## src/rtl/fffa_pkg.sv

```systemverilog
// Shared definitions for the free-list frame allocator: field widths, status
// and request codes, register indexes and configuration port sizing.
// No dependencies.
package fffa_pkg;

   localparam int unsigned FRAMES_DEFAULT    = 4096;
   localparam int unsigned PAGE_BITS_DEFAULT = 20;

   localparam int unsigned COUNT_W      = 13;
   localparam int unsigned PAGE_COUNT_W = 8;
   localparam int unsigned STATUS_W     = 2;
   localparam int unsigned REG_INDEX_W  = 2;

   localparam logic [COUNT_W-1:0] COUNT_MAX       = 13'd8191;
   localparam logic [COUNT_W-1:0] FRAME_COUNT_RST = 13'd4096;

   localparam logic REQ_ALLOC = 1'b0;
   localparam logic REQ_FREE  = 1'b1;

   localparam logic [STATUS_W-1:0] STATUS_OK  = 2'd0;
   localparam logic [STATUS_W-1:0] STATUS_OOM = 2'd1;
   localparam logic [STATUS_W-1:0] STATUS_BAD = 2'd2;

   localparam logic [REG_INDEX_W-1:0] REG_FIRST_PAGE      = 2'd0;
   localparam logic [REG_INDEX_W-1:0] REG_FRAME_COUNT     = 2'd1;
   localparam logic [REG_INDEX_W-1:0] REG_RESERVED_FRAMES = 2'd2;

   function automatic int unsigned csr_data_w(input int unsigned page_bits);
      return (page_bits > 32) ? 64 : 32;
   endfunction

   function automatic int unsigned csr_addr_w(input int unsigned page_bits);
      return (page_bits > 32) ? 5 : 4;
   endfunction

endpackage

```

## src/rtl/fffa_engine.sv

```systemverilog
// Allocation engine: classifies each request word, reads the link at the list
// head, then updates head, tail, count and fresh counter and writes the link
// memory. Uses fffa_pkg.
module fffa_engine #(
   parameter int unsigned FRAMES    = fffa_pkg::FRAMES_DEFAULT,
   parameter int unsigned PAGE_BITS = fffa_pkg::PAGE_BITS_DEFAULT
) (
   input  logic                              clock,
   input  logic                              reset,
   input  logic                              in_valid,
   output logic                              in_stall,
   input  logic                              in_type,
   input  logic [fffa_pkg::PAGE_COUNT_W-1:0] in_page_count,
   input  logic [PAGE_BITS-1:0]              in_page_number,
   input  logic [PAGE_BITS-1:0]              first_page,
   input  logic [fffa_pkg::COUNT_W-1:0]      frame_count,
   input  logic [fffa_pkg::COUNT_W-1:0]      reserved_frames,
   output logic                              mem_wr_en,
   output logic [$clog2(FRAMES)-1:0]         mem_wr_addr,
   output logic [$clog2(FRAMES)-1:0]         mem_wr_data,
   output logic                              mem_rd_en,
   output logic [$clog2(FRAMES)-1:0]         mem_rd_addr,
   input  logic [$clog2(FRAMES)-1:0]         mem_rd_data,
   input  logic                              out_ready,
   output logic                              out_load,
   output logic [fffa_pkg::STATUS_W-1:0]     out_status,
   output logic [PAGE_BITS-1:0]              out_granted_page,
   output logic [fffa_pkg::COUNT_W-1:0]      out_free_frames
);
   import fffa_pkg::*;

   localparam int unsigned IDX_W  = $clog2(FRAMES);
   localparam int unsigned LCNT_W = $clog2(FRAMES + 1);
   localparam int unsigned WIDE_W = ((LCNT_W > COUNT_W) ? LCNT_W : COUNT_W) + 1;
   localparam int unsigned CMP_W  = (PAGE_BITS > WIDE_W) ? PAGE_BITS : WIDE_W;

   localparam logic ST_IDLE = 1'b0;
   localparam logic ST_EXEC = 1'b1;

   localparam logic [2:0] K_FRESH = 3'd0;
   localparam logic [2:0] K_LIST  = 3'd1;
   localparam logic [2:0] K_OOM   = 3'd2;
   localparam logic [2:0] K_BAD   = 3'd3;
   localparam logic [2:0] K_FREE  = 3'd4;

   logic                 state_ff, state_in;
   logic [2:0]           kind_ff, kind_in;
   logic [IDX_W-1:0]     frame_ff;
   logic [PAGE_BITS-1:0] grant_ff, grant_in;
   logic [WIDE_W-1:0]    total_ff;
   logic [IDX_W-1:0]     head_ff, head_in;
   logic [IDX_W-1:0]     tail_ff, tail_in;
   logic [LCNT_W-1:0]    lcount_ff, lcount_in;
   logic [COUNT_W-1:0]   fresh_ff, fresh_in;

   logic                 accept;
   logic                 commit;
   logic [WIDE_W-1:0]    eff_w;
   logic [WIDE_W-1:0]    next_w;
   logic                 fresh_avail;
   logic [WIDE_W-1:0]    fresh_left;
   logic [WIDE_W-1:0]    total_now;
   logic [PAGE_BITS-1:0] idx;
   logic [CMP_W-1:0]     idx_c;
   logic                 free_ok;
   logic [WIDE_W-1:0]    total_after;

   assign accept   = in_valid && (state_ff == ST_IDLE);
   assign in_stall = (state_ff != ST_IDLE);
   assign commit   = (state_ff == ST_EXEC) && out_ready;

   // Classification, done while the link at the head is being read.
   assign eff_w = (WIDE_W'(frame_count) > WIDE_W'(FRAMES)) ? WIDE_W'(FRAMES)
                                                          : WIDE_W'(frame_count);
   assign next_w      = WIDE_W'(reserved_frames) + WIDE_W'(fresh_ff);
   assign fresh_avail = next_w < eff_w;
   assign fresh_left  = fresh_avail ? (eff_w - next_w) : '0;
   assign total_now   = fresh_left + WIDE_W'(lcount_ff);
   assign idx         = in_page_number - first_page;
   assign idx_c       = CMP_W'(idx);
   assign free_ok     = (in_page_number >= first_page)
                     && (idx_c >= CMP_W'(reserved_frames))
                     && (idx_c < CMP_W'(eff_w))
                     && (lcount_ff != LCNT_W'(FRAMES));

   always_comb begin
      grant_in = '0;
      if (in_type == REQ_ALLOC) begin
         if (in_page_count != PAGE_COUNT_W'(1)) begin
            kind_in = K_BAD;
         end else if (fresh_avail) begin
            kind_in  = K_FRESH;
            grant_in = first_page + PAGE_BITS'(next_w);
         end else if (lcount_ff != '0) begin
            kind_in  = K_LIST;
            grant_in = first_page + PAGE_BITS'(head_ff);
         end else begin
            kind_in = K_OOM;
         end
      end else begin
         kind_in = free_ok ? K_FREE : K_BAD;
      end
   end

   assign mem_rd_en   = accept;
   assign mem_rd_addr = head_ff;

   // Commit: state update, link write-back and the result word.
   always_comb begin
      state_in    = state_ff;
      head_in     = head_ff;
      tail_in     = tail_ff;
      lcount_in   = lcount_ff;
      fresh_in    = fresh_ff;
      total_after = total_ff;
      mem_wr_en   = 1'b0;
      if (accept) begin
         state_in = ST_EXEC;
      end
      case (kind_ff)
         K_FRESH: begin
            total_after = total_ff - WIDE_W'(1);
            if (commit) begin
               fresh_in = fresh_ff + COUNT_W'(1);
            end
         end
         K_LIST: begin
            total_after = total_ff - WIDE_W'(1);
            if (commit) begin
               lcount_in = lcount_ff - LCNT_W'(1);
               if (lcount_ff > LCNT_W'(1)) begin
                  head_in = mem_rd_data;
               end
            end
         end
         K_FREE: begin
            total_after = total_ff + WIDE_W'(1);
            if (commit) begin
               lcount_in = lcount_ff + LCNT_W'(1);
               tail_in   = frame_ff;
               if (lcount_ff == '0) begin
                  head_in = frame_ff;
               end else begin
                  mem_wr_en = 1'b1;
               end
            end
         end
         default: begin
         end
      endcase
      if (commit) begin
         state_in = ST_IDLE;
      end
   end

   assign mem_wr_addr = tail_ff;
   assign mem_wr_data = frame_ff;

   always_comb begin
      case (kind_ff)
         K_FRESH, K_LIST, K_FREE: out_status = STATUS_OK;
         K_OOM:                   out_status = STATUS_OOM;
         default:                 out_status = STATUS_BAD;
      endcase
   end

   assign out_load         = commit;
   assign out_granted_page = grant_ff;
   assign out_free_frames  = (total_after > WIDE_W'(COUNT_MAX)) ? COUNT_MAX
                                                               : COUNT_W'(total_after);

   always_ff @(posedge clock) begin
      if (reset) begin
         state_ff  <= ST_IDLE;
         head_ff   <= '0;
         tail_ff   <= '0;
         lcount_ff <= '0;
         fresh_ff  <= '0;
      end else begin
         state_ff  <= state_in;
         head_ff   <= head_in;
         tail_ff   <= tail_in;
         lcount_ff <= lcount_in;
         fresh_ff  <= fresh_in;
      end
   end

   always_ff @(posedge clock) begin
      if (accept) begin
         kind_ff  <= kind_in;
         frame_ff <= IDX_W'(idx);
         grant_ff <= grant_in;
         total_ff <= total_now;
      end
   end

endmodule

```

## config.mk

```make
export PLATFORM = sky130hd
export DESIGN_NAME = fffa_engine
export DESIGN_NICKNAME = d
export VERILOG_FILES = /design/src/rtl/fffa_pkg.sv /design/src/rtl/fffa_engine.sv
export SDC_FILE = /design/constraint.sdc
export NUM_CORES = 1
export LEC_CHECK = 0
export BUFFER_PORTS_ARGS = -buffer_cell sky130_fd_sc_hd__buf_2
export CAP_MARGIN = 5
export CORE_MARGIN = 2
export CORE_UTILIZATION = 50
export DETAILED_ROUTE_END_ITERATION = 8
export PLACE_DENSITY = 0.68
export SLEW_MARGIN = 20
export SYNTH_ARGS = -nofsm -noshare
export SYNTH_HDL_FRONTEND = slang
export SYNTH_SLANG_ARGS = --single-unit
export TNS_END_PERCENT = 20
```

## constraint.sdc

```tcl
create_clock -name clock -period 17.6 [get_ports clock]
set_input_delay 1.76 -clock clock [delete_from_list [all_inputs] [get_ports clock]]
set_output_delay 1.76 -clock clock [all_outputs]
set_load 0.05 [all_outputs]
```

# ---- After elaboration in Yosys (flattened, before gate mapping)
# Index checks and enable logic that the tools add are counted.
# Widths: inputs -> output; s select.
dict set report op_classes {
  n_mux 23
  reduce_logical 17
  magnitude_cmp 7
  bitwise 1
  div 0
  n_addsub 11
  shifts 0
  mul 0
  n_eq_ne 9
}
# op n
set ops {}
lappend ops {{$mux 13} 4}
lappend ops {{$mux 12} 4}
lappend ops {{$mux 20} 2}
lappend ops {{$pmux 14 s2} 1}
lappend ops {{$add 13x1->13 const B} 2}
lappend ops {{$pmux 13 s2} 1}
lappend ops {{$pmux 12 s2} 1}
lappend ops {{$add 20x12->20} 1}
lappend ops {{$add 20x14->20} 1}
lappend ops {{$ge 20x13->1} 1}
lappend ops {{$ge 20x20->1} 1}
lappend ops {{$lt 20x13->1} 1}
lappend ops {{$sub 20x20->20} 1}
lappend ops {{$add 13x13->14} 1}
lappend ops {{$add 14x1->14 const B} 1}
lappend ops {{$add 14x13->14} 1}
lappend ops {{$gt 14x13->1 const B} 1}
lappend ops {{$lt 14x13->1} 1}
lappend ops {{$mux 14} 1}
lappend ops {{$sub 13x14->14} 1}
lappend ops {{$sub 14x1->14 const B} 1}
lappend ops {{$gt 13x1->1 const B} 1}
lappend ops {{$gt 13x13->1 const B} 1}
lappend ops {{$logic_not 13->1} 1}
lappend ops {{other kinds (21)} 36}
dict set report totals {
  latchBits 0
  wordCells 77
  inputBits 91
  romBits 0
  register_bits 100
  n_memories 0
  ram_bits 0
}

# ---- Longest topological paths before layout
# Gate-level depths: netlist (run 1).
dict set report logic_depth {
  word_depth 7
  ltp_mapped 29
  depth_no_buf 27
}

# ---- Least setup slack after synthesis (run 1)
# OpenSTA, ideal clock, no wires.
dict set report synth_timing {
  path_kind {input port to flip-flop}
  from {in reserved_frames[0] (netlist name)}
  to {reg total_ff[12] (data pin)}
  n_path_buf 2
  t_required_ns 17.334
  path_stages 29
  slack_ns 10.492
  setup_time_ns 0.266
  arrival_time_ns 6.842
  path_cell_list {ha_1 > fa_1 > a21o_1 > a21oi_1 > nor2b_1 > o21ai_0 > nor2b_1 > xnor2_1 > inv_1 > ha_1 > nand4_1 > a21oi_1 > o31a_1 > o31a_1 > nand2_1 > clkbuf_1 > clkbuf_1 > nor2_1 > ha_1 > inv_1 > fa_1 > nor2b_1 > o21a_1 > o21ai_0 > nand2b_1 > a31oi_1 > o21ai_1 > o41ai_1 > xnor2_1}
}
dict set report synth_between {
  elab_chain_len 4
  elab_cells_between_ends 5
}
# item line
set synth_lines {}
lappend synth_lines {{start: declaration} fffa_engine.sv:17} ;# input logic [fffa_pkg::COUNT_W-1:0] reserved_frames,
lappend synth_lines {{$add 13x13->14 *} fffa_engine.sv:75} ;# assign next_w = WIDE_W'(reserved_frames) + WIDE_W'(fresh_ff);
lappend synth_lines {{$sub 13x14->14 or $lt 14x13->1 (tied branches)} {fffa_engine.sv:77, fffa_engine.sv:76}}
lappend synth_lines {{$mux 14 *} fffa_engine.sv:77} ;# assign fresh_left = fresh_avail ? (eff_w - next_w) : '0;
lappend synth_lines {{$add 14x13->14 *} fffa_engine.sv:78} ;# assign total_now = fresh_left + WIDE_W'(lcount_ff);
lappend synth_lines {{named net total_now[12]} fffa_engine.sv:62} ;# logic [WIDE_W-1:0] total_now;
lappend synth_lines {{end signal: assignment} fffa_engine.sv:193} ;# total_ff <= total_now;
lappend synth_lines {{end: declaration} fffa_engine.sv:50} ;# logic [WIDE_W-1:0] total_ff;
# The timed path passes the listed nets; every way through them passes the cells marked *.
# A chain may end at the register's enable or synchronous reset.

# ---- Worst setup path after layout (run 1)
# Ends and elaborated chain as after synthesis.

==> results of run 1 <==
sequential cells by signal, summed over array words and instances (netlist names):
| register | flops |
|---|---|
| out_granted_page | 20 |
| total_ff | 14 |
| fresh_ff | 13 |
| lcount_ff | 13 |
| mem_rd_addr | 12 |
| mem_wr_addr | 12 |
| mem_wr_data | 12 |
| kind_ff | 3 |
| in_stall | 1 |
synthesized netlist by cell type, drive strengths merged (3+ instances only):
cell,instances,area (sq um)
o41ai,3,26.28
o211ai,18,135.1
inv,88,330.3
fa,7,140.1
o21ai,55,275.3
nor4,6,58.80
xor2,38,332.8
mux2i,5,50.05
nand3,49,245.2
nand4,19,125.1
nor2b,13,81.33
o2111ai,5,43.79
ha,126,1577
nand2b,13,81.33
edfxtp,49,1471
a31oi,10,62.56
or3,16,100.1
dfxtp,51,1021
a21oi,129,645.6
xnor2,60,525.5
a211o,5,43.79
o22ai,4,25.02
o31a,4,35.03
a21o,26,199.0
o21bai,13,97.59
nand3b,4,30.03
a2111oi,5,45.04
nor3,30,150.1
or2,3,18.77
and2,3,18.77
a211oi,19,142.6
or4,4,30.03
and3,13,82.58
a21boi,4,30.02
nor3b,3,22.52
clkbuf,32,121.4
nor2,107,401.6
a31o,3,26.28
o21a,10,75.07
nand2,157,589.3
critical path, delay by kind of cell:
kind	cells	cell delay (ps)
xor gates and xnor gates	2	250
buffers and inverters	3	490
AOI/OAI and AO/OA	12	2480
adders and majority gates	5	1390
and+or+nand+nor	7	1140
worst max-delay path by stage:
stage	from	end	slack, ps	depth (start not counted)
2_1_floorplan	reserved_frames[0]	total_ff[12]$_DFFE_PP_	10490	29
3_3_place_gp	reserved_frames[0]	total_ff[12]$_DFFE_PP_	10050	29
3_5_place_dp	reserved_frames[0]	total_ff[12]$_DFFE_PP_	9930	29
4_1_cts	reserved_frames[0]	total_ff[12]$_DFFE_PP_	10310	29
5_1_grt	reserved_frames[0]	total_ff[12]$_DFFE_PP_	9400	29
6_report	reserved_frames[0]	total_ff[12]$_DFFE_PP_	10170	29
logic make-up (layout without fill, tap and decap cells):
kind of cell | after synthesis | in the layout | share of synthesized area, %
flops | 100 | 100 | 25.41
buf+inv | 122 | 273 | 4.682
fa+ha+maj | 133 | 133 | 17.50
xor+xnor | 98 | 98 | 8.751
mux | 6 | 6 | 0.6251
simple gates | 448 | 448 | 21.47
compound gates | 335 | 335 | 21.56
per-layer routing:
metal | track usage, % | vias to the layer above
met5 | 0 | -
met4 | 12.33 | 0
met3 | 3.411 | 59
met2 | 48.42 | 313
met1 | 36.70 | 4397
li1 | - | 4778
layout make-up:
cell class,instances,area [sq um],area share (%)
multi-input cells,1020,6870,61.54
well taps,265,331.6,2.970
clock buffers,10,229.0,2.051
repair buffers,169,855.8,7.666
flip-flops and latches,100,2492,22.32
inverters,88,330.3,2.959
clock inverters,6,55.05,0.4931
where the power goes:
part	switching, mW	internal, mW
Combinational	0.158	0.0877
Sequential	0.00679	0.255
Clock	0.0989	0.0993
Total	0.264	0.442
through the flow:
step | cells | hold slack, ps | utilization (%) | instance area [sq um] | total power [mW]
after floorplan | 1242 | 470.4 | - | 9808 | 0.4403
after CTS | 1658 | 455.1 | 57.74 | 11160 | 0.7067
after detailed placement | 1642 | 443.7 | 56.27 | 10880 | 0.5093
after global routing | 1658 | 481.6 | 57.74 | 11160 | 0.7404
after global placement | 1642 | 439.9 | 56.27 | 10880 | 0.5071
final | 1658 | 456.0 | 57.74 | 11160 | 0.7061
==> metrics.md, run 1 <==
| Metric | Value |
|---|---|
| Status | completed |
| Most frequent cells in the layout | buf_2, nand2_1, a21oi_1, ha_1, nor2_1 |
| WL/cell | around 18 um |
| Top Layer Used | met4 |
| FMAX | approximately 130 MHz |
| Final Max Slew Viols | 0 |
| Critical path data required time | around 18000 ps |
| DIE AREA | slightly above 0.02 sq mm |
| Clk_skew | 20.14 ps |
| FF+latch count, synth | 100 |
| Fin crit period | approximately 7400 ps |
| Syn Inst Count | roughly 1200 |
| Sequential share of the synthesized area | between 20% and 30% |
| Hold path depth | 2 |
| WL met2 | around 14000 um |
| Placer Congestion | between 0.9 and 1 |
| Clock Pin Slew Worst Setup and Hold Paths | around 70 ps |
| Pre-CTS setup slack | 9933 ps |
| Critical path endpoint category | register |
| Reg-to-reg critical path startpoint | fresh_ff[0]$_SDFFE_PP0P_ |
| GRT overflow | 0 |
| DR pass1 iterations | 5 |
| Antenna cell count | 0 |
| Core ar. | 0.01933 sq mm |
| Hold Buf Count CTS | 0 |
| Root buf cell | clkbuf_16 |
| Detailed Route WL | between 20000 and 30000 um |
| Setup Fix Bufs, Post-CTS | 0 |
| Worst Tran Pin Value | 1060 ps |
| Initial antenna violation count | 0 |
| # H-tree levels | 3 |
| Avg Vias per Cell | roughly 5.8 |
| I/O Pins | 166 |
| 1st-iter DRT viols | 520 |
| Crit path max fanout | 29 |
| CTS tree | yes |
| R2R cell count | 28 |
| Unique cell type count in the Yosys netlist | 74 |
| Setup TNS | 0 ps |
| P per Cell Area | between 60 and 70 mW/mm^2 |
| CP most frequent cell | ha_1 |
| Layout area overhead | 13.83% |
| Die W | roughly 140 um |
| Hold endpoint | mem_wr_addr[4]$_SDFFE_PP0P_ |
| Global-route wire length before repair | 45530 um |
| CTS sink count | 100 |
| Metal3 WL | roughly 1600 um |
| Fin nets | ~1600 |
| Syn_area_per_cell | 7.897 sq um |
| Ratio of cells with drive above 1 in the final layout | around 15% |
| Fin. Hold Viols | 0 |
| Ys Warns | 0 |
| CTS Buffer Depth | 2 |
| Inserted Clock Buffers | 9 |
| Slowest stage delay, CP | 550 ps |
| Antenna Nets Post-Route | 0 |
| Synth async-reset ratio | 0% |
| VDD IR-drop max | ~0.046 mV |
| Worst setup SP type | input pin |
| # port buffers | roughly 170 |
| Final worst-path setup slack | about 10000 ps |
| Tcrit/Tclk final | between 40% and 50% |
| Filler cells | 1875 |
| Pleak | about 5 nW |
| Slowest cell on crit path | nor4_1 |
| Via count | ~9500 |
| Vias in the first global route | just under 9000 |
| Worst r2r dst | total_ff[12]$_DFFE_PP_ |
| Arr. time, crit path | 7530 ps |
| Largest net degree at the start of global routing | between 50 and 60 |
| Clk_lat worst skew | 370 ps |
| Most common cell after layout, fill and taps aside | buf_2 |
| DRT met1 WL | about 13000 um |
| Post-synth EDFFs | about 50 |
| Most used flip-flop cell after synthesis | dfxtp_1 |
| Rel. slew slack | 28.76% |
| Final setup fails | 0 |
| Syn Std Cell Area | about 0.0098 sq mm |
| Post-Syn Nets | 1466 |
| Hold crit path type | reg2reg |
| RSZ-0062 raised after global routing | false |
| Tot GR Track Use | 28.56% |
| DR DRC count | 0 |
| Die H | around 140 um |
| Critical path class | in2reg |
| R2R Setup Slk | between 10000 and 15000 ps |
| Rows | about 50 |
| Hold_sp | mem_wr_addr[4]$_SDFFE_PP0P_ |
| Starting Density | between 50% and 60% |
| Dpl hpwl | between 20000 and 25000 um |
| Post-CTS Resized | 0 |
| Max_cap viols | 0 |
Note: power is estimated with default switching activity, not from simulation.
==> run 2: changes to the inputs <==
==> constraint.sdc (replaced) <==
create_clock -name clock -period 7.45 [get_ports clock]
set_input_delay 0.745 -clock clock [delete_from_list [all_inputs] [get_ports clock]]
set_output_delay 0.745 -clock clock [all_outputs]
set_load 0.05 [all_outputs]
==> metrics.md, run 2 (same netlist as run 1, synthesis figures left out) <==
| Metric | Value |
|---|---|
| Status | completed (unchanged) |
| DR DRC count | 0 (unchanged) |
| DP Area | 0.01088 sq mm (unchanged) |
| Root buf cell | clkbuf_16 (unchanged) |
| Setup Fix Bufs, Post-CTS | 0 (unchanged) |
| Dpl hpwl | 24810 um (was 24420 um) |
| Most common cell after layout, fill and taps aside | buf_2 (unchanged) |
| GRT overflow | 0 (unchanged) |
| Avg Vias per Cell | 5.813 (was 5.758) |
| Layout area overhead | 13.91% (was 13.83%) |
| Via count | 9644 (was 9547) |
| 1st-iter DRT viols | 555 (was 520) |
| VDD IR-drop max | 0.1158 mV (was 0.04627 mV) |
| RSZ-0062 raised after global routing | false (unchanged) |
| Core ar. | 0.01933 sq mm (unchanged) |
| Fin nets | 1612 (unchanged) |
| DR pass1 iterations | 5 (unchanged) |
| Hold path depth | 2 (unchanged) |
| Pre-CTS setup slack | 832.4 ps (was 9933 ps) |
| Clk_lat worst skew | 370 ps (about the same) |
| Placer Congestion | 0.9672 (was 0.9546) |
| CTS Buffer Depth | 2 (unchanged) |
| Reg-to-reg critical path startpoint | fresh_ff[0]$_SDFFE_PP0P_ (unchanged) |
| Final setup fails | 0 (unchanged) |
| P per Cell Area | 149.6 mW/mm^2 (was 63.25 mW/mm^2) |
| Most frequent cells in the layout | buf_2, nand2_1, a21oi_1, ha_1, nor2_1 (unchanged) |
| Critical path endpoint category | register (unchanged) |
| Detailed Route WL | 30280 um (was 29730 um) |
| Largest net degree at the start of global routing | 52 (unchanged) |
| Critical path data required time | 7550 ps (was 17690 ps) |
| Ratio of cells with drive above 1 in the final layout | 14.64% (was 14.57%) |
| DRT met1 WL | 13210 um (was 12940 um) |
| # port buffers | 165 (unchanged) |
| Global-route wire length before repair | 45830 um (was 45530 um) |
| R2R Setup Slk | 1210 ps (was 11300 ps) |
| Pleak | 5.056 nW (about the same) |
| R2R cell count | 25 (was 28) |
| Die W | 144.1 um (unchanged) |
| Arr. time, crit path | 6460 ps (was 7530 ps) |
| Initial antenna violation count | 0 (unchanged) |
| Crit path max fanout | 5 (was 29) |
| Max_cap viols | 0 (unchanged) |
| Max reg flops | 20 (unchanged) |
| Final instance area | 0.01117 sq mm (was 0.01116 sq mm) |
| I/O Pins | 166 (unchanged) |
| Die H | 144.1 um (unchanged) |
| Worst Setup EP | total_ff[12]$_DFFE_PP_ (unchanged) |
| Worst Tran Pin Value | 1036 ps (was 1060 ps) |
| Vias in the first global route | 8675 (was 8697) |
| Metal3 WL | 1599 um (was 1579 um) |
| Clock Pin Slew Worst Setup and Hold Paths | 80 ps (was 70 ps) |
| Critical path class | in2reg (unchanged) |
| Clk_skew | 16.41 ps (was 20.14 ps) |
| Fin. Hold Viols | 0 (unchanged) |
| Final worst-path setup slack | 1089 ps (was 10170 ps) |
| CP Launch Point | reserved_frames[0] (unchanged) |
| Fin crit period | ~6400 ps |
| Tot GR Track Use | 28.77% (was 28.56%) |
| Hold crit path type | reg2reg (unchanged) |
| Final Max Slew Viols | 0 (unchanged) |
| Top Layer Used | met4 (unchanged) |
| FMAX | 157.2 MHz |
| WL met2 | 14450 um (was 14030 um) |
| Tcrit/Tclk final | ~85% |
| # H-tree levels | 3 (unchanged) |
| CTS tree | yes (unchanged) |
| Rows | 51 (unchanged) |
| Antenna Nets Post-Route | 0 (unchanged) |
| Rel. slew slack | 30.66% (was 28.76%) |
| Starting Density | 50.73% (unchanged) |
| DIE AREA | 0.02075 sq mm (unchanged) |
| Setup TNS | 0 ps (unchanged) |
| CTS sink count | 100 (unchanged) |
| Worst r2r dst | total_ff[12]$_DFFE_PP_ (unchanged) |
| WL/cell | 18.25 um (was 17.93 um) |
| Inserted Clock Buffers | 9 (unchanged) |
| Hold Buf Count CTS | 0 (unchanged) |
| Post-CTS Resized | 0 (unchanged) |
| Worst setup SP type | input pin (unchanged) |
[run 2: cell types whose count changed in the layout (fill, tap and decap cells not counted)]
cell | previous run | this run
clkbuf_1 | 1 | 0
clkinv_1 | 0 | 1
clkinv_4 | 2 | 3
diode_2 | 0 | 1
inv_6 | 1 | 0
nor3_1 | 30 | 29
nor3_2 | 0 | 1
[run 2: layer usage]
| layer | GRT usage (%) | vias up |
|---|---|---|
| li1 | - | 4774 |
| met1 | 36.45 | 4451 |
| met2 | 49.92 | 359 |
| met3 | 3.444 | 60 |
| met4 | 11.30 | 0 |
| met5 | 0 | - |
[run 2: how the worst min path moves through the flow]
stage                                            from                     endpoint
after floorplan              fresh_ff[5]$_SDFFE_PP0P_     fresh_ff[5]$_SDFFE_PP0P_
after global placement    mem_wr_addr[9]$_SDFFE_PP0P_  mem_wr_addr[9]$_SDFFE_PP0P_
after detailed placement  mem_wr_addr[9]$_SDFFE_PP0P_  mem_wr_addr[9]$_SDFFE_PP0P_
after CTS                 mem_wr_addr[9]$_SDFFE_PP0P_  mem_wr_addr[9]$_SDFFE_PP0P_
after global routing      mem_wr_addr[1]$_SDFFE_PP0P_  mem_wr_addr[1]$_SDFFE_PP0P_
final                     mem_wr_addr[9]$_SDFFE_PP0P_  mem_wr_addr[9]$_SDFFE_PP0P_
[run 2: report_power, final]
part | leakage [nW] | switching, mW | internal (mW)
clock network | 0.141 | 0.238 | 0.233
registers | 0.888 | 0.0157 | 0.603
logic | 4.03 | 0.375 | 0.207
total | 5.06 | 0.629 | 1.04
[run 2: final cells by class]
cell class / count / area, sq um
Fill cell: 1860 / 8163
Sequential cell: 100 / 2492
Tap cell: 265 / 331.6
Multi-Input combinational cell: 1020 / 6875
Clock buffer: 9 / 225.2
Clock inverter: 7 / 58.81
Inverter: 88 / 330.3
Antenna cell: 1 / 2.502
Timing Repair Buffer: 169 / 855.8
[run 2: metrics by stage]
| stage | std cells | hold WS (ps) | total power [mW] | util (%) |
|---|---|---|---|---|
| 2_1_floorplan | 1242 | 470.4 | 1.040 | - |
| 3_3_place_gp | 1642 | 440.1 | 1.200 | 56.27 |
| 3_5_place_dp | 1642 | 445.9 | 1.204 | 56.27 |
| 4_1_cts | 1658 | 457.0 | 1.672 | 57.74 |
| 5_1_grt | 1658 | 476.0 | 1.747 | 57.77 |
| 6_report | 1659 | 455.8 | 1.672 | 57.78 |
[run 2: worst max-delay path: stages]
cell and delay (ps):
buf_2 110, ha_1 230, fa_1 420, a21o_1 200, a21oi_1 220, nor2b_1 80, o21ai_0 350, a21oi_1 150
a211oi_1 260, o21bai_1 150, xnor2_1 150, ha_1 330, nand3_1 140, nor4_1 90, a211oi_1 530, nand2_1 270
nor3_1 300, ha_1 320, nor2b_1 160, o21a_1 190, o21ai_0 160, nand2b_1 100, a31oi_1 250, o21ai_1 140
o41ai_1 330, xnor2_1 100
==> run 3: changes to the inputs <==
--- a/config.mk
+++ b/config.mk
@@ -5,7 +5,7 @@
 export SDC_FILE = /design/constraint.sdc
 export NUM_CORES = 1
 export LEC_CHECK = 0
-export BUFFER_PORTS_ARGS = -buffer_cell sky130_fd_sc_hd__buf_2
+export BUFFER_PORTS_ARGS = -buffer_cell sky130_fd_sc_hd__clkbuf_2
 export CAP_MARGIN = 5
 export CORE_MARGIN = 2
 export CORE_UTILIZATION = 50
==> metrics.md, run 3 (same netlist as run 1, synthesis figures left out) <==
| Metric | Value |
|---|---|
| Status | completed (unchanged) |
| Metal3 WL | 1581 um (was 1599 um) |
| DR pass1 iterations | 5 (unchanged) |
| # H-tree levels | 3 (unchanged) |
| Inserted Clock Buffers | 9 (unchanged) |
| Fin. Hold Viols | 0 (unchanged) |
| Post-CTS Resized | 0 (unchanged) |
| Core ar. | 0.01933 sq mm (unchanged) |
| Critical path data required time | 7550 ps (about the same) |
| Dpl hpwl | 24650 um (was 24810 um) |
| Layout area overhead | 13.99% (was 13.91%) |
| FMAX | 157.3 MHz (was 157.2 MHz) |
| Worst Tran Pin Value | 1082 ps (was 1036 ps) |
| Max_cap viols | 0 (unchanged) |
| Tot GR Track Use | 28.91% (was 28.77%) |
| 1st-iter DRT viols | 546 (was 555) |
| Largest net degree at the start of global routing | 52 (unchanged) |
| Final instance area | 0.01118 sq mm (was 0.01117 sq mm) |
| Ratio of cells with drive above 1 in the final layout | 14.64% (unchanged) |
| Hold Buf Count CTS | 0 (unchanged) |
| DR DRC count | 0 (unchanged) |
| GRT overflow | 0 (unchanged) |
| Detailed Route WL | 29850 um (was 30280 um) |
| Critical path endpoint category | register (unchanged) |
| DIE AREA | 0.02075 sq mm (unchanged) |
| Clock Pin Slew Worst Setup and Hold Paths | 70 ps (was 80 ps) |
| Antenna cell count | 0 (was 1) |
| Global-route wire length before repair | 46260 um (was 45830 um) |
| Worst hold slack | 458.2 ps (was 455.8 ps) |
| Most common cell after layout, fill and taps aside | clkbuf_2 (was buf_2) |
| Filler cells | 1855 (was 1860) |
| P per Cell Area | 149.8 mW/mm^2 (was 149.6 mW/mm^2) |
| Worst setup SP type | input pin (unchanged) |
| Fin crit period | 6358 ps (was 6361 ps) |
| CTS sink count | 100 (unchanged) |
| Avg Vias per Cell | 5.758 (was 5.813) |
| Rel. slew slack | 27.87% (was 30.66%) |
| Die H | 144.1 um (unchanged) |
| Critical path class | in2reg (unchanged) |
| Rows | 51 (unchanged) |
| Slowest cell on crit path | a211oi_1 (unchanged) |
| CP top delay family | compound AO/OA/AOI/OAI gates (unchanged) |
| Fin nets | 1612 (unchanged) |
| Clk_skew | 14.63 ps (was 16.41 ps) |
| Setup TNS | 0 ps (unchanged) |
| Crit path buffers/inverters | 1 (unchanged) |
| Starting Density | 50.73% (unchanged) |
| Initial antenna violation count | 0 (unchanged) |
| RSZ-0062 raised after global routing | false (unchanged) |
| DP Area | 0.01088 sq mm (unchanged) |
| Die W | 144.1 um (unchanged) |
| WL/cell | 18.00 um (was 18.25 um) |
| Hold crit path type | reg2reg (unchanged) |
| Pleak | 5.065 nW (was 5.056 nW) |
| CTS tree | yes (unchanged) |
| Tot Pwr | 1.675 mW (was 1.672 mW) |
| DRT met1 WL | 13150 um (was 13210 um) |
| Final setup fails | 0 (unchanged) |
| Root buf cell | clkbuf_16 (unchanged) |
| Crit path max fanout | 5 (unchanged) |
| Final Max Slew Viols | 0 (unchanged) |
| Most frequent cells in the layout | clkbuf_2, nand2_1, a21oi_1, ha_1, nor2_1 (was buf_2, nand2_1, a21oi_1, ha_1, nor2_1) |
| Core Util, Final | 57.83% (was 57.78%) |
| Arr. time, crit path | 6460 ps (about the same) |
| Antenna Nets Post-Route | 0 (unchanged) |
| Placer Congestion | 0.9709 (was 0.9672) |
| Vias in the first global route | 8808 (was 8675) |
| Via count | 9546 (was 9644) |
| Tcrit/Tclk final | 85.34% (was 85.38%) |
| CP most frequent cell | ha_1 (unchanged) |
| Slowest stage delay, CP | 590 ps (was 530 ps) |
| VDD IR-drop max | 0.1060 mV (was 0.1158 mV) |
| Setup Fix Bufs, Post-CTS | 0 (unchanged) |
| CTS Buffer Depth | 2 (unchanged) |
| Top Layer Used | met4 (unchanged) |
| Max reg flops | 20 (unchanged) |
| Clk_lat worst skew | 360 ps (was 370 ps) |
| WL met2 | 14440 um (was 14450 um) |
| I/O Pins | 166 (unchanged) |
| # port buffers | 165 (unchanged) |
==> run 3: cell count changes in the layout (fill, tap and decap cells not counted), sizes merged <==
cell / before / now
buf: 169 / 4
clkbuf: 9 / 174
inv: 91 / 89
clkinv: 4 / 6
diode: 1 / 0
==> run 3: report_power, final <==
part / internal [mW] / switching, mW / total (mW)
clock network: 0.236 / 0.236 / 0.472
logic: 0.207 / 0.377 / 0.583
registers: 0.603 / 0.0165 / 0.620
total: 1.05 / 0.629 / 1.67
==> run 3: final timing paths <==
| path | startpoint | slack (ps) | end | cells past startpoint |
|---|---|---|---|---|
| min reg2reg | mem_wr_addr[4]$_SDFFE_PP0P_ | 460 | mem_wr_addr[4]$_SDFFE_PP0P_ | 2 |
| min | mem_wr_addr[4]$_SDFFE_PP0P_ | 460 | mem_wr_addr[4]$_SDFFE_PP0P_ | 2 |
| max reg2reg | fresh_ff[0]$_SDFFE_PP0P_ | 1210 | total_ff[12]$_DFFE_PP_ | 25 |
| max | reserved_frames[0] | 1090 | total_ff[12]$_DFFE_PP_ | 26 |
==> run 3: worst register-to-register path, delay by kind of cell (launching register included) <==
kind | cells | cell delay [ps]
simple gates | 7 | 1160
xor+xnor | 2 | 250
fa+ha+maj | 4 | 1300
flops | 1 | 360
compound gates | 12 | 2940
==> run 3: routing by layer <==
| layer | track usage, % | vias up |
|---|---|---|
| met1 | 38.10 | 4404 |
| met5 | 0 | - |
| met4 | 7.895 | 0 |
| met3 | 3.742 | 49 |
| met2 | 49.87 | 335 |
| li1 | - | 4758 |
==> run 3: final cells by class <==
cell class	instances	area (sq um)	share of cell area, %
multi-input cells	1020	6870	61.45
flip-flops and latches	100	2492	22.29
repair buffers	169	855.8	7.654
well taps	265	331.6	2.966
inverters	88	330.3	2.954
clock buffers	9	225.2	2.014
clock inverters	7	75.07	0.6714
==> run 3: metrics by stage <==
step / cells / setup WS [ps]
after CTS: 1658 / 1174
after floorplan: 1242 / 1357
after global placement: 1642 / 1033
after global routing: 1658 / 715.0
after detailed placement: 1642 / 790.9
final: 1658 / 1092
